`config.mk`:
```
export PLATFORM = sky130hd
export DESIGN_NAME = cpu8_alu_with_flags_unit
export DESIGN_NICKNAME = d
export VERILOG_FILES = /design/src/sv/c8alu_pkg.sv /design/src/sv/cpu8_alu_with_flags_unit.sv /design/src/sv/c8alu_core.sv
export SDC_FILE = /design/constraint.sdc
export NUM_CORES = 1
export LEC_CHECK = 0
export ABC_AREA = 1
export BUFFER_PORTS_ARGS = -buffer_cell sky130_fd_sc_hd__buf_2
export CORE_ASPECT_RATIO = 1.4
export CORE_MARGIN = 3
export CORE_UTILIZATION = 30
export CTS_BUF_LIST = sky130_fd_sc_hd__clkbuf_4
export DETAILED_ROUTE_END_ITERATION = 10
export PLACE_DENSITY = 0.58
export SLEW_MARGIN = 20
export SYNTH_ARGS = -nofsm -noshare
export SYNTH_HDL_FRONTEND = slang
export SYNTH_HIERARCHICAL = 1
export SYNTH_SLANG_ARGS = --single-unit
```
`constraint.sdc`:
```
create_clock -name clk -period 7.6 [get_ports clk]
set_input_delay 1.14 -clock clk [delete_from_list [all_inputs] [get_ports clk]]
set_output_delay 1.14 -clock clk [all_outputs]
set_load 0.005 [all_outputs]
```
`src/sv/c8alu_pkg.sv`:
```
// ----------------------------------------------------------------------------
// c8alu_pkg
// Shared types and constants for the 8-bit CPU arithmetic unit with flags.
// ----------------------------------------------------------------------------
`default_nettype none

package c8alu_pkg;

    // operation codes
    typedef enum logic [3:0] {
        OP_INC8   = 4'd0,
        OP_DEC8   = 4'd1,
        OP_RLCA   = 4'd2,
        OP_RLA    = 4'd3,
        OP_RRCA   = 4'd4,
        OP_RRA    = 4'd5,
        OP_DAA    = 4'd6,
        OP_SCF    = 4'd7,
        OP_ADD8   = 4'd8,
        OP_ADD16  = 4'd9,
        OP_ADDOFS = 4'd10,
        OP_INC16  = 4'd11,
        OP_DEC16  = 4'd12
    } c8alu_op_t;

    // decimal adjust corrections and limits
    localparam logic [7:0] DAA_LOW_FIX  = 8'h06;
    localparam logic [7:0] DAA_HIGH_FIX = 8'h60;
    localparam logic [7:0] DAA_HIGH_MAX = 8'h99;
    localparam logic [3:0] DAA_LOW_MAX  = 4'd9;

    // one operation transaction
    typedef struct packed {
        logic [3:0]  func;
        logic [15:0] operand_a;
        logic [15:0] operand_b;
        logic        zero_in;
        logic        subtract_in;
        logic        half_in;
        logic        carry_in;
    } c8alu_in_t;

    // one result transaction
    typedef struct packed {
        logic [15:0] result;
        logic        zero_out;
        logic        subtract_out;
        logic        half_out;
        logic        carry_out;
    } c8alu_out_t;

endpackage

`default_nettype wire

```
`src/sv/cpu8_alu_with_flags_unit.sv`:
```
// ----------------------------------------------------------------------------
// cpu8_alu_with_flags_unit
// 8-bit CPU arithmetic unit with zero, subtract, half carry and carry flags.
// ----------------------------------------------------------------------------
//
//  channel | valid     | stall     | payload
//  --------+-----------+-----------+----------------------------
//  op      | op_valid  | op_stall  | op_item  (c8alu_in_t)
//  res     | res_valid | res_stall | res_item (c8alu_out_t)
//
//  one transaction per cycle while res_stall is low; a transaction passes from the
//  operation register through the datapath into the result register.
//  reset clears both valid flags; payload registers are not reset.
//  res_stall holds the result register, and the operation register keeps
//  taking a new transaction until it too is full.
//
`default_nettype none

module cpu8_alu_with_flags_unit (
    input  wire  clk,
    input  wire  rst_n,
    input  wire  op_valid,
    output logic op_stall,
    input  wire  c8alu_pkg::c8alu_in_t  op_item,
    output logic res_valid,
    input  wire  res_stall,
    output c8alu_pkg::c8alu_out_t       res_item
);
    import c8alu_pkg::*;

    logic       op_valid_reg;
    c8alu_in_t  op_item_reg;
    logic       res_valid_reg;
    c8alu_out_t res_item_reg;
    c8alu_out_t res_item_next;
    logic       res_load;
    logic       op_load;

    // pipeline advance
    assign res_load = !res_valid_reg || !res_stall;
    assign op_load  = !op_valid_reg || res_load;
    assign op_stall = !op_load;

    // operation register
    always_ff @(posedge clk or negedge rst_n)
    begin
        if (!rst_n)
        begin
            op_valid_reg <= 1'b0;
        end
        else if (op_load)
        begin
            op_valid_reg <= op_valid;
        end
    end

    always_ff @(posedge clk)
    begin
        if (op_load && op_valid)
        begin
            op_item_reg <= op_item;
        end
    end

    // datapath
    c8alu_core u_core (
        .op  (op_item_reg),
        .res (res_item_next)
    );

    // result register
    always_ff @(posedge clk or negedge rst_n)
    begin
        if (!rst_n)
        begin
            res_valid_reg <= 1'b0;
        end
        else if (res_load)
        begin
            res_valid_reg <= op_valid_reg;
        end
    end

    always_ff @(posedge clk)
    begin
        if (res_load && op_valid_reg)
        begin
            res_item_reg <= res_item_next;
        end
    end

    assign res_valid = res_valid_reg;
    assign res_item  = res_item_reg;

endmodule

`default_nettype wire

```
`src/sv/c8alu_core.sv`:
```
// ----------------------------------------------------------------------------
// c8alu_core
// Combinational datapath: result and flags for one operation.
// ----------------------------------------------------------------------------
`default_nettype none

module c8alu_core (
    input  wire  c8alu_pkg::c8alu_in_t  op,
    output c8alu_pkg::c8alu_out_t       res
);
    import c8alu_pkg::*;

    logic [7:0]  a8;
    logic [7:0]  b8;
    logic [7:0]  inc8_sum;
    logic [7:0]  dec8_diff;
    logic [8:0]  add8_sum;
    logic [4:0]  add8_nib;
    logic [16:0] add16_sum;
    logic [12:0] add16_low;
    logic [15:0] ofs_sum;
    logic [15:0] inc16_sum;
    logic [15:0] dec16_diff;
    logic        daa_lo;
    logic        daa_hi;
    logic [7:0]  daa_fix;
    logic [7:0]  daa_val;

    // shared adders
    always_comb
    begin
        a8         = op.operand_a[7:0];
        b8         = op.operand_b[7:0];
        inc8_sum   = a8 + 8'd1;
        dec8_diff  = a8 - 8'd1;
        add8_sum   = {1'b0, a8} + {1'b0, b8};
        add8_nib   = {1'b0, a8[3:0]} + {1'b0, b8[3:0]};
        add16_sum  = {1'b0, op.operand_a} + {1'b0, op.operand_b};
        add16_low  = {1'b0, op.operand_a[11:0]} + {1'b0, op.operand_b[11:0]};
        ofs_sum    = op.operand_a + {{8{b8[7]}}, b8};
        inc16_sum  = op.operand_a + 16'd1;
        dec16_diff = op.operand_a - 16'd1;
    end

    // decimal adjust
    always_comb
    begin
        daa_lo  = op.half_in  | (!op.subtract_in && (a8[3:0] > DAA_LOW_MAX));
        daa_hi  = op.carry_in | (!op.subtract_in && (a8 > DAA_HIGH_MAX));
        daa_fix = (daa_lo ? DAA_LOW_FIX : 8'h00) | (daa_hi ? DAA_HIGH_FIX : 8'h00);
        daa_val = op.subtract_in ? (a8 - daa_fix) : (a8 + daa_fix);
    end

    // operation select; untouched flags pass through
    always_comb
    begin
        res.result       = op.operand_a;
        res.zero_out     = op.zero_in;
        res.subtract_out = op.subtract_in;
        res.half_out     = op.half_in;
        res.carry_out    = op.carry_in;
        unique case (op.func)
            OP_INC8:
            begin
                res.result       = {8'h00, inc8_sum};
                res.zero_out     = (inc8_sum == 8'h00);
                res.subtract_out = 1'b0;
                res.half_out     = (a8[3:0] == 4'hF);
            end
            OP_DEC8:
            begin
                res.result       = {8'h00, dec8_diff};
                res.zero_out     = (dec8_diff == 8'h00);
                res.subtract_out = 1'b1;
                res.half_out     = (a8[3:0] == 4'h0);
            end
            OP_RLCA:
            begin
                res.result       = {8'h00, a8[6:0], a8[7]};
                res.zero_out     = 1'b0;
                res.subtract_out = 1'b0;
                res.half_out     = 1'b0;
                res.carry_out    = a8[7];
            end
            OP_RLA:
            begin
                res.result       = {8'h00, a8[6:0], op.carry_in};
                res.zero_out     = 1'b0;
                res.subtract_out = 1'b0;
                res.half_out     = 1'b0;
                res.carry_out    = a8[7];
            end
            OP_RRCA:
            begin
                res.result       = {8'h00, a8[0], a8[7:1]};
                res.zero_out     = 1'b0;
                res.subtract_out = 1'b0;
                res.half_out     = 1'b0;
                res.carry_out    = a8[0];
            end
            OP_RRA:
            begin
                res.result       = {8'h00, op.carry_in, a8[7:1]};
                res.zero_out     = 1'b0;
                res.subtract_out = 1'b0;
                res.half_out     = 1'b0;
                res.carry_out    = a8[0];
            end
            OP_DAA:
            begin
                res.result    = {8'h00, daa_val};
                res.zero_out  = (daa_val == 8'h00);
                res.half_out  = 1'b0;
                res.carry_out = daa_hi;
            end
            OP_SCF:
            begin
                res.result       = {8'h00, a8};
                res.subtract_out = 1'b0;
                res.half_out     = 1'b0;
                res.carry_out    = 1'b1;
            end
            OP_ADD8:
            begin
                res.result       = {8'h00, add8_sum[7:0]};
                res.zero_out     = (add8_sum[7:0] == 8'h00);
                res.subtract_out = 1'b0;
                res.half_out     = add8_nib[4];
                res.carry_out    = add8_sum[8];
            end
            OP_ADD16:
            begin
                res.result       = add16_sum[15:0];
                res.subtract_out = 1'b0;
                res.half_out     = add16_low[12];
                res.carry_out    = add16_sum[16];
            end
            OP_ADDOFS:
            begin
                // carries come from the unsigned low-byte sum
                res.result       = ofs_sum;
                res.zero_out     = 1'b0;
                res.subtract_out = 1'b0;
                res.half_out     = add8_nib[4];
                res.carry_out    = add8_sum[8];
            end
            OP_INC16:
            begin
                res.result = inc16_sum;
            end
            OP_DEC16:
            begin
                res.result = dec16_diff;
            end
            default:
            begin
                res.result = op.operand_a;
            end
        endcase
    end

endmodule

`default_nettype wire

```
==> results by group, run 1 <==
STA
  – Max Slew Vio Count: 0
  – Setup TNS: 0 ps
  – Clock skew: 38.8 ps
  – Fmax: 287 MHz
  – Slew @ Worst Pin: 693 ps
  – Slew HR: 53.3%
  – Min Tclk post-route: 3490 ps
  – Setup violators final: 0
  – Final hold vios: 0
  – Unrepaired setup endpoints after global routing: false
  – Worst hold slack: 477 ps
  – Tcrit/Tclk final: 45.9%

Yosys
  – Post-synthesis instance total: 766
  – Syn nets: 859
  – Count of different cell masters after synthesis: 41
  – Register area share after synthesis: 33.8%
  – Syn avg cell area: 7.16 µm²
  – Area of the mapped netlist: 5490 µm²
  – Synth Flop Type: edfxtp_1
  – Async set-reset flop share out of synthesis: 3.23%
  – Post-synth EDFFs: 60
  – #FFs+latches synth: 62
  – Ys Warns: 6

Detailed routing
  – First DRT Iteration DRCs: 300
  – Wire per inst: 16.1 µm
  – Drt pass-1 iters: 7
  – Final antenna-violating net count: 0
  – Vias: 5323
  – Routed vias/inst: 4.92
  – Residual DRC: 0
  – Drt total wl: 17400 µm

Power and ir drop
  – Sequential Power Share: 42.7%
  – Clock power frac: 23.6%
  – Pwr Total: 1020 µW
  – Sw Share: 38.0%
  – Leakage Power: 0.00302 µW
  – Worst vdd ir: 0.0889 mV
  – Combinational power share: 33.8%
  – P_sw: 390 µW
  – Pint: 635 µW
  – Pwr dens: 164 nW/µm²

Cells and area
  – Commonest cells after routing, fill and taps aside: nand2_1, inv_1, nor2_1
  – Post-route cell area: 6230 µm²
  – Layout cells sized above 1: 12.0%
  – Non-Filler Instances: 1081
  – Commonest non-fill, non-tap cell in the layout: nand2_1
  – Area growth from synthesis to final layout: 13.6%
  – Nets: 932
  – Largest register FFs: 40

Placed design
  – Placed insts: 1064
  – Placed inst area: 6090 µm²
  – Gpl congestion: 0.925
  – PortBufs: 65
  – Post-DP HPWL: 14100 µm

GRT
  – Overflow left after global routing: 0
  – Initial antenna violation count: 1
  – First-pass GRT wire length: 27000 µm
  – Total track usage: 17.5%
  – Pin count of the biggest net entering global routing: 41
  – Vias in the first global route: 5247

Die
  – Chip width: 120 µm
  – I/O pin count: 66
  – Starting density of the core: 31.1%
  – Core Footprint: 17600 µm²
  – Die area: 20000 µm²
  – Die extent in y: 166 µm
  – Num rows: 57

Worst setup path
  – R2r startpoint: op_item_reg[21]$_DFFE_PP_
  – Largest fanout on the critical path: 9
  – R2R Path End: res_item[3]$_DFFE_PP_
  – Reg2Reg Setup Slack: 4110 ps
  – Worst Reg-to-Reg Cells: 22
  – Critical Path RT: 7800 ps
  – CP Class: flip-flop to flip-flop
  – Startpoint Class: flip-flop
  – Arrival time at the worst endpoint: 3690 ps
  – CP endpoint kind: flip-flop

Clock tree
  – CTS Sinks: 62
  – CTS Buf Count: 9
  – Bufs on Longest Clock Path: 2
  – H-tree Lvls: 3
  – Post-cts sizing count: 0
  – Root buf cell: clkbuf_4
  – Post-CTS Repair Setup Buffers: 0
  – CTS tree: built
  – Hold_buf cts: 0
  – Clock slew at reported path FFs: 150 ps
  – Worst-Skew Late Latency: 440 ps

Min path
  – HP Class: primary input to async pin

Outcome
  – Status: completed

Job
  – Max_cap viols: 0
## worst max-delay path: stages, from the launching register on
cell and delay, ps:
edfxtp_1 600, inv_1 350, ha_1 210, inv_1 50, nor3_1 220, nand2_1 90
nand3_1 90, nand2_1 70, inv_1 100, ha_1 230, nand2_1 70, nand2_1 60
ha_1 340, nand2_1 90, inv_1 50, a21oi_1 170, nand2_1 70, nand2_1 50
nand2_1 60, nand3_1 80, nand3_1 60, nor2_1 80, nor2_1 40
## final cells by class
type	count	area [µm²]
clock inverter	7	73.8
sequential	62	1850
antenna	1	2.50
inverter	105	394
tap	236	295
fill	1941	11400
clock buffer	9	67.6
multi-input combinational	594	3210
timing repair buffer	67	340
## cells in the mapped netlist, drive strengths merged (9+ instances only)
library cell    n  area (µm²)
nor2           87         332
nand3          82         415
a21oi          35         186
o21ai          28         144
nand2         224         863
nor3           13        76.3
ha             47         588
nand3b          9        67.6
inv           103         387
edfxtp         60        1800
xor2           12         105
o22ai           9        56.3
nand4          12        75.1
## worst max-delay path by stage
| stage | start | endpoint | slack [ps] | cells after the start |
|---|---|---|---|---|
| 2_1_floorplan | op_item_reg[21]$_DFFE_PP_ | res_item[3]$_DFFE_PP_ | 4580 | 22 |
| 3_3_place_gp | op_item_reg[21]$_DFFE_PP_ | res_item[3]$_DFFE_PP_ | 4230 | 22 |
| 3_5_place_dp | op_item_reg[21]$_DFFE_PP_ | res_item[3]$_DFFE_PP_ | 4200 | 22 |
| 4_1_cts | op_item_reg[21]$_DFFE_PP_ | res_item[3]$_DFFE_PP_ | 4150 | 22 |
| 5_1_grt | op_item_reg[21]$_DFFE_PP_ | res_item[3]$_DFFE_PP_ | 3750 | 22 |
| 6_report | op_item_reg[21]$_DFFE_PP_ | res_item[3]$_DFFE_PP_ | 4110 | 22 |
## layer usage
layer / track usage (%) / up-vias / part of all wire (%)
li1: - / 2708 / -
met1: 17.0 / 2429 / 36
met2: 34.6 / 143 / 56
met3: 2.39 / 43 / 3.2
met4: 9.86 / 0 / 5.4
met5: 0 / - / 0
## power by group through the flow
stage                     logic (µW)  registers (µW)  clock network, µW
final                            346             437                241
after detailed placement         345             446                  0
after global placement           344             446                  0
after global routing             395             441                269
after CTS                        347             438                254
after floorplan                  244             435                  0
## cell families after synthesis
group	Yosys count	synth area share, %
xor+xnor	14	2.24
compound gates	97	10.6
buf+inv	110	7.82
fa+ha+maj	49	11.5
flops	62	33.8
simple gates	434	34.2
## metrics by stage
stage | utilization, % | setup slack, ps
after floorplan | - | 4580
after global placement | 34.6 | 4230
after detailed placement | 34.6 | 4200
after CTS | 35.4 | 4150
after global routing | 35.4 | 3750
final | 35.4 | 4110
Power figures use the tool's default switching activity.
==> run 2: changes to the inputs <==
--- a/config.mk
+++ b/config.mk
@@ -12,7 +12,7 @@
 export CORE_UTILIZATION = 30
 export CTS_BUF_LIST = sky130_fd_sc_hd__clkbuf_4
 export DETAILED_ROUTE_END_ITERATION = 10
-export PLACE_DENSITY = 0.58
+export PLACE_DENSITY = 0.59
 export SLEW_MARGIN = 20
 export SYNTH_ARGS = -nofsm -noshare
 export SYNTH_HDL_FRONTEND = slang
==> constraint.sdc (replaced) <==
create_clock -name clk -period 3 [get_ports clk]
set_input_delay 0.45 -clock clk [delete_from_list [all_inputs] [get_ports clk]]
set_output_delay 0.45 -clock clk [all_outputs]
set_load 0.005 [all_outputs]
==> results by group, run 2 (synthesis results as in run 1) <==
Placed design
  – Placed inst area: 6470 µm²
  – Post-DP HPWL: 14700 µm
  – PortBufs: 65
  – Gpl congestion: 0.951

Cells and area
  – Commonest cells after routing, fill and taps aside: nand2_1, inv_1, nor2_1
  – Fill count: 1947
  – Area growth from synthesis to final layout: 23.4%
  – Largest register FFs: 40
  – Nets: 988
  – Layout cells sized above 1: 20.3%
  – Utilization after layout: 38.4%
  – Post-route cell area: 6770 µm²
  – Commonest non-fill, non-tap cell in the layout: nand2_1

Detailed routing
  – Routed vias/inst: 4.94
  – Final antenna-violating net count: 0
  – Drt pass-1 iters: 5
  – Wire per inst: 16.0 µm
  – Vias: 5615
  – Residual DRC: 0
  – Drt total wl: 18200 µm
  – First DRT Iteration DRCs: 328

Worst setup path
  – Slowest cell on the critical path: edfxtp_1
  – Crit path buf inv count: 4
  – Worst path cell trace: inv_2 -> ha_1 -> inv_1 -> nor2_1 -> nand4_1 -> o21ai_1 -> nand2_1 -> buf_4 -> nand2_1 -> ha_1 -> inv_1 -> o21bai_1 -> o21bai_1 -> nor2_1 -> nand3_1 -> nand3_1 -> nand3_1
  – CP dominant cell by count: nand3_1
  – CP Class: flip-flop to flip-flop
  – CP top delay family: simple AND/OR/NAND/NOR gates
  – CP max stage delay: 480 ps
  – CP endpoint kind: flip-flop
  – Startpoint Class: flip-flop
  – Critical Path RT: 3200 ps
  – Largest fanout on the critical path: 5
  – Arrival time at the worst endpoint: 3050 ps

Clock tree
  – CTS tree: built
  – CTS Buf Count: 9
  – Clock slew at reported path FFs: 110 ps
  – CTS Sinks: 62
  – H-tree Lvls: 3
  – Root buf cell: clkbuf_4
  – Bufs on Longest Clock Path: 2
  – Worst-Skew Late Latency: 450 ps

Die
  – Starting density of the core: 31.1%
  – Num rows: 57
  – Die area: 20000 µm²
  – Core Footprint: 17600 µm²
  – I/O pin count: 66
  – Die extent in y: 166 µm
  – Chip width: 120 µm

Power and ir drop
  – Pwr dens: 401 nW/µm²
  – Leakage Power: 0.00331 µW
  – Pwr Total: 2720 µW
  – Worst vdd ir: 0.231 mV

GRT
  – Busiest grt layer: met2
  – Global Route met2 Usage: 35.4%
  – Met1 Use GR: 17.5%
  – Overflow left after global routing: 0
  – Pin count of the biggest net entering global routing: 27
  – Grt met3 use: 3.07%
  – First-pass GRT wire length: 27900 µm
  – Vias in the first global route: 5552
  – Total track usage: 18.2%
  – Initial antenna violation count: 1

STA
  – Clock skew: 11.6 ps
  – Slew HR: 56.8%
  – Worst hold slack: 167 ps
  – Fmax: 350 MHz
  – Tcrit/Tclk final: 95.1%
  – Slew @ Worst Pin: 647 ps
  – Max Slew Vio Count: 0
  – Min Tclk post-route: 2850 ps
  – Setup violators final: 0
  – Unrepaired setup endpoints after global routing: true
  – Final hold vios: 0

Outcome
  – Status: completed

Min path
  – HP Class: primary input to flip-flop

Job
  – Max_cap viols: 0
==> run 2: cell type report <==
cell class	count	area (µm²)	area share, %
multi-input combinational	594	3310	48.8
timing repair buffer	123	788	11.6
inverter	105	394	5.82
sequential	62	1850	27.3
clock inverter	5	50.0	0.739
tap	236	295	4.36
clock buffer	11	82.6	1.22
antenna	1	2.50	0.0370
==> run 2: power breakdown <==
part / internal, µW / total, µW / switching, µW / leakage, µW
logic: 404 / 1040 / 632 / 0.00263
registers: 1040 / 1090 / 44.2 / 0.000602
clock network: 267 / 593 / 326 / 0.0000804
==> run 2: worst paths after layout <==
kind | startpoint | to | slack (ps) | depth (start not counted)
min in group asynchronous | rst_n | res_valid$_DFFE_PN0P_ | 310 | 2
worst max register to register | op_item_reg[4]$_DFFE_PP_ | res_item[17]$_DFFE_PP_ | 150 | 17
worst min-delay path | op_item[17] | op_item_reg[17]$_DFFE_PP_ | 170 | 1
max in group asynchronous | rst_n | op_valid_reg$_DFFE_PN0P_ | 2590 | 2
worst min register to register | op_valid_reg$_DFFE_PN0P_ | res_valid$_DFFE_PN0P_ | 540 | 2
worst max-delay path | op_item_reg[4]$_DFFE_PP_ | res_item[17]$_DFFE_PP_ | 150 | 17
==> run 2: routing by layer <==
| metal | vias up | routed length, µm | share of wire [%] |
|---|---|---|---|
| met1 | 2561 | 6560 | 36 |
| met3 | 60 | 683 | 3.8 |
| met5 | - | 0 | 0 |
| li1 | 2829 | - | - |
| met4 | 0 | 999 | 5.5 |
| met2 | 165 | 9920 | 55 |
==> run 2: what timing repair did <==
| item | 4_1_cts | 5_1_grt |
|---|---|---|
| pin swaps | 0 | 10 |
| hold buffers | 1 | 0 |
| endpoints found under the setup margin | 2 | 11 |
| buffers inserted | 0 | 8 |
| endpoints found under the hold margin | 2 | 0 |
| gates resized for setup | 2 | 29 |
==> run 2: stage by stage <==
step / setup WS, ps / instances / setup TNS, ps
floorplan: 70.9 / 766 / 0
global placement: -6.35 / 1111 / -6.35
detailed placement: 15.8 / 1111 / 0
CTS: 16.1 / 1128 / 0
global route: -52.0 / 1137 / -167
finish: 147 / 1137 / 0
==> run 2: worst register-to-register path, delay by kind of cell, from the launching register on <==
kind                     cells  cell delay, ps
AND/OR/NAND/NOR              8             820
flip-flops                   1             480
AO/OA/AOI/OAI                3             440
buffers and inverters        4             430
adder cells (fa/ha/maj)      2             460
==> run 3: changes to the inputs <==
--- a/config.mk
+++ b/config.mk
@@ -16,5 +16,4 @@
 export SLEW_MARGIN = 20
 export SYNTH_ARGS = -nofsm -noshare
 export SYNTH_HDL_FRONTEND = slang
-export SYNTH_HIERARCHICAL = 1
 export SYNTH_SLANG_ARGS = --single-unit
==> results by group, run 3 <==
Outcome
  – Status: completed

GRT
  – Vias in the first global route: 5215
  – Overflow left after global routing: 0
  – Total track usage: 18.0%
  – Pin count of the biggest net entering global routing: 41
  – First-pass GRT wire length: 27000 µm
  – Initial antenna violation count: 1

Detailed routing
  – Residual DRC: 0
  – Vias: 5429
  – Routed vias/inst: 5.03
  – Drt pass-1 iters: 5
  – First DRT Iteration DRCs: 288
  – Drt total wl: 17600 µm
  – Wire per inst: 16.3 µm
  – Final antenna-violating net count: 0

STA
  – Setup TNS: 0 ps
  – Clock skew: 13.2 ps
  – Min Tclk post-route: 2900 ps
  – Fmax: 344 MHz
  – Final hold vios: 0
  – Max Slew Vio Count: 0
  – Unrepaired setup endpoints after global routing: true
  – Slew @ Worst Pin: 626 ps
  – Slew HR: 58.1%
  – Setup violators final: 0
  – Tcrit/Tclk final: 96.8%
  – Worst hold slack: 173 ps

Die
  – Die extent in y: 163 µm
  – Die area: 19400 µm²
  – Chip width: 118 µm
  – I/O pin count: 66
  – Core Footprint: 17400 µm²
  – Num rows: 57
  – Starting density of the core: 30.5%

Yosys
  – Ys Warns: 0
  – Synth area leader: edfxtp_1
  – Post-synthesis instance total: 721
  – Synth Flop Type: edfxtp_1
  – Area of the mapped netlist: 5320 µm²
  – Top post-synthesis cells by count: nand2_1, inv_1, nand3_1
  – Syn avg cell area: 7.37 µm²
  – Register area share after synthesis: 34.8%
  – Async set-reset flop share out of synthesis: 3.23%
  – Count of different cell masters after synthesis: 42
  – Most frequent cell after synthesis: nand2_1
  – Area share of the largest cell type after synthesis: 33.9%
  – #FFs+latches synth: 62
  – Post-synth EDFFs: 60
  – Syn nets: 814
  – Top cells by area, synth: edfxtp_1, nand2_1, ha_1, nand3_1, inv_1

Worst setup path
  – Slowest cell on the critical path: edfxtp_1
  – Largest fanout on the critical path: 3
  – R2R Path End: res_item[19]$_DFFE_PP_
  – Critical Path RT: 3190 ps
  – Cell count along the critical path: 17
  – Crit path capture: res_item[19]$_DFFE_PP_
  – Worst setup startpoint: op_item_reg[4]$_DFFE_PP_
  – Reg2Reg Setup Slack: 100 ps
  – CP top delay family: simple AND/OR/NAND/NOR gates
  – Crit path buf inv count: 1
  – Startpoint Class: flip-flop
  – CP Class: flip-flop to flip-flop
  – CP dominant cell by count: nand2_2
  – Worst Reg-to-Reg Cells: 17
  – CP endpoint kind: flip-flop
  – R2r startpoint: op_item_reg[4]$_DFFE_PP_
  – Arrival time at the worst endpoint: 3100 ps
  – CP max stage delay: 450 ps
  – Worst path cell trace: inv_2 -> ha_2 -> nand2_2 -> nor2_4 -> nand3_2 -> nor2_4 -> nor2_1 -> a21oi_1 -> ha_1 -> a21oi_2 -> o21a_1 -> nand2_2 -> nand3_2 -> nand2_2 -> or2_1 -> nand2_1 -> nand3_1

Cells and area
  – Commonest non-fill, non-tap cell in the layout: nand2_1
  – Commonest cells after routing, fill and taps aside: nand2_1, inv_1, nand3_1
  – Area taken by multi-input logic gates: 3290 µm²
  – Post-route cell area: 6630 µm²
  – Layout cells sized above 1: 25.0%
  – Largest register FFs: 40
  – Area growth from synthesis to final layout: 24.8%
  – Nets: 931
  – Register area: 1850 µm²
  – Fill count: 1858

Clock tree
  – Clock slew at reported path FFs: 110 ps
  – Root buf cell: clkbuf_4
  – CTS Sinks: 62
  – CTS tree: built
  – CTS Buf Count: 9
  – Worst-Skew Late Latency: 440 ps
  – H-tree Lvls: 3
  – Bufs on Longest Clock Path: 2

Power and ir drop
  – Worst vdd ir: 0.275 mV
  – Leakage Power: 0.00307 µW
  – Pwr dens: 440 nW/µm²
  – Pwr Total: 2920 µW

Min path
  – HP Class: primary input to flip-flop

Placed design
  – Placed inst area: 6210 µm²
  – Gpl congestion: 1.01
  – PortBufs: 65
  – Post-DP HPWL: 13900 µm

Job
  – Max_cap viols: 0
[run 3: cell types whose count changed in the layout (fill, tap and decap cells not counted), sizes merged, moves of 3 or more]
cell	previous run	this run
nand2	224	187
a21oi	35	56
nor2	87	74
buf	122	110
inv	103	93
o21ai	28	37
nand3	82	75
nand3b	9	4
or2	3	8
a21boi	4	0
a31oi	2	5
[run 3: metrics by stage]
stage                     instances  setup WS (ps)  util (%)
final                          1080           95.1      38.1
after global routing           1080          -86.3      38.1
after CTS                      1071           2.02      36.6
after detailed placement       1054          -37.7      35.7
after global placement         1054          -38.7      35.7
after floorplan                 721           26.3         -
[run 3: area by class of cell]
cell class | instances | area share (%)
multi-input cells | 558 | 49.7
well taps | 236 | 4.45
diodes | 1 | 0.0377
repair buffers | 111 | 10.2
clock buffers | 10 | 1.13
clock inverters | 6 | 1.15
flip-flops and latches | 62 | 27.9
inverters | 96 | 5.47
[run 3: cell families (layout without fill, tap and decap cells)]
kind of cell    after synthesis  in the layout  synth area share [%]
compound gates              125            125                  13.1
other cells                   0              1                     0
fa+ha+maj                    49             49                  11.8
simple gates                373            373                  31.1
xor+xnor                     11             11                  1.81
flops                        62             62                  34.8
buf+inv                     101            223                  7.25
[run 3: worst min-delay path by stage]
stage / start / endpoint / slack (ps) / cells after the start
after floorplan: rst_n / op_valid_reg$_DFFE_PN0N_ / 150 / 0
after global placement: rst_n / res_valid$_DFFE_PN0P_ / 240 / 1
after detailed placement: rst_n / res_valid$_DFFE_PN0P_ / 240 / 1
after CTS: op_item[34] / op_item_reg[34]$_DFFE_PP_ / 140 / 1
after global routing: op_item[29] / op_item_reg[29]$_DFFE_PP_ / 130 / 1
final: op_item[32] / op_item_reg[32]$_DFFE_PP_ / 170 / 1
[run 3: report_power, final]
part | internal [µW] | switching [µW] | total, µW
Combinational | 431 | 716 | 1150
Sequential | 1060 | 52.6 | 1110
Clock | 338 | 316 | 654
Total | 1830 | 1080 | 2920
[run 3: layer usage]
metal | routed length (µm) | track usage (%) | up-vias
met4 | 832 | 8.86 | 0
met5 | 0 | 0 | -
met2 | 9400 | 34.2 | 151
met1 | 6640 | 19.3 | 2534
met3 | 728 | 2.46 | 45
li1 | - | - | 2699
[run 3: timing repair]
action | in CTS | in global routing
hold endpoints to repair | 2 | 0
resized for setup | 3 | 59
setup endpoints to repair | 3 | 13
pin swaps | 2 | 35
buffers inserted | 0 | 8
hold buffers | 1 | 0
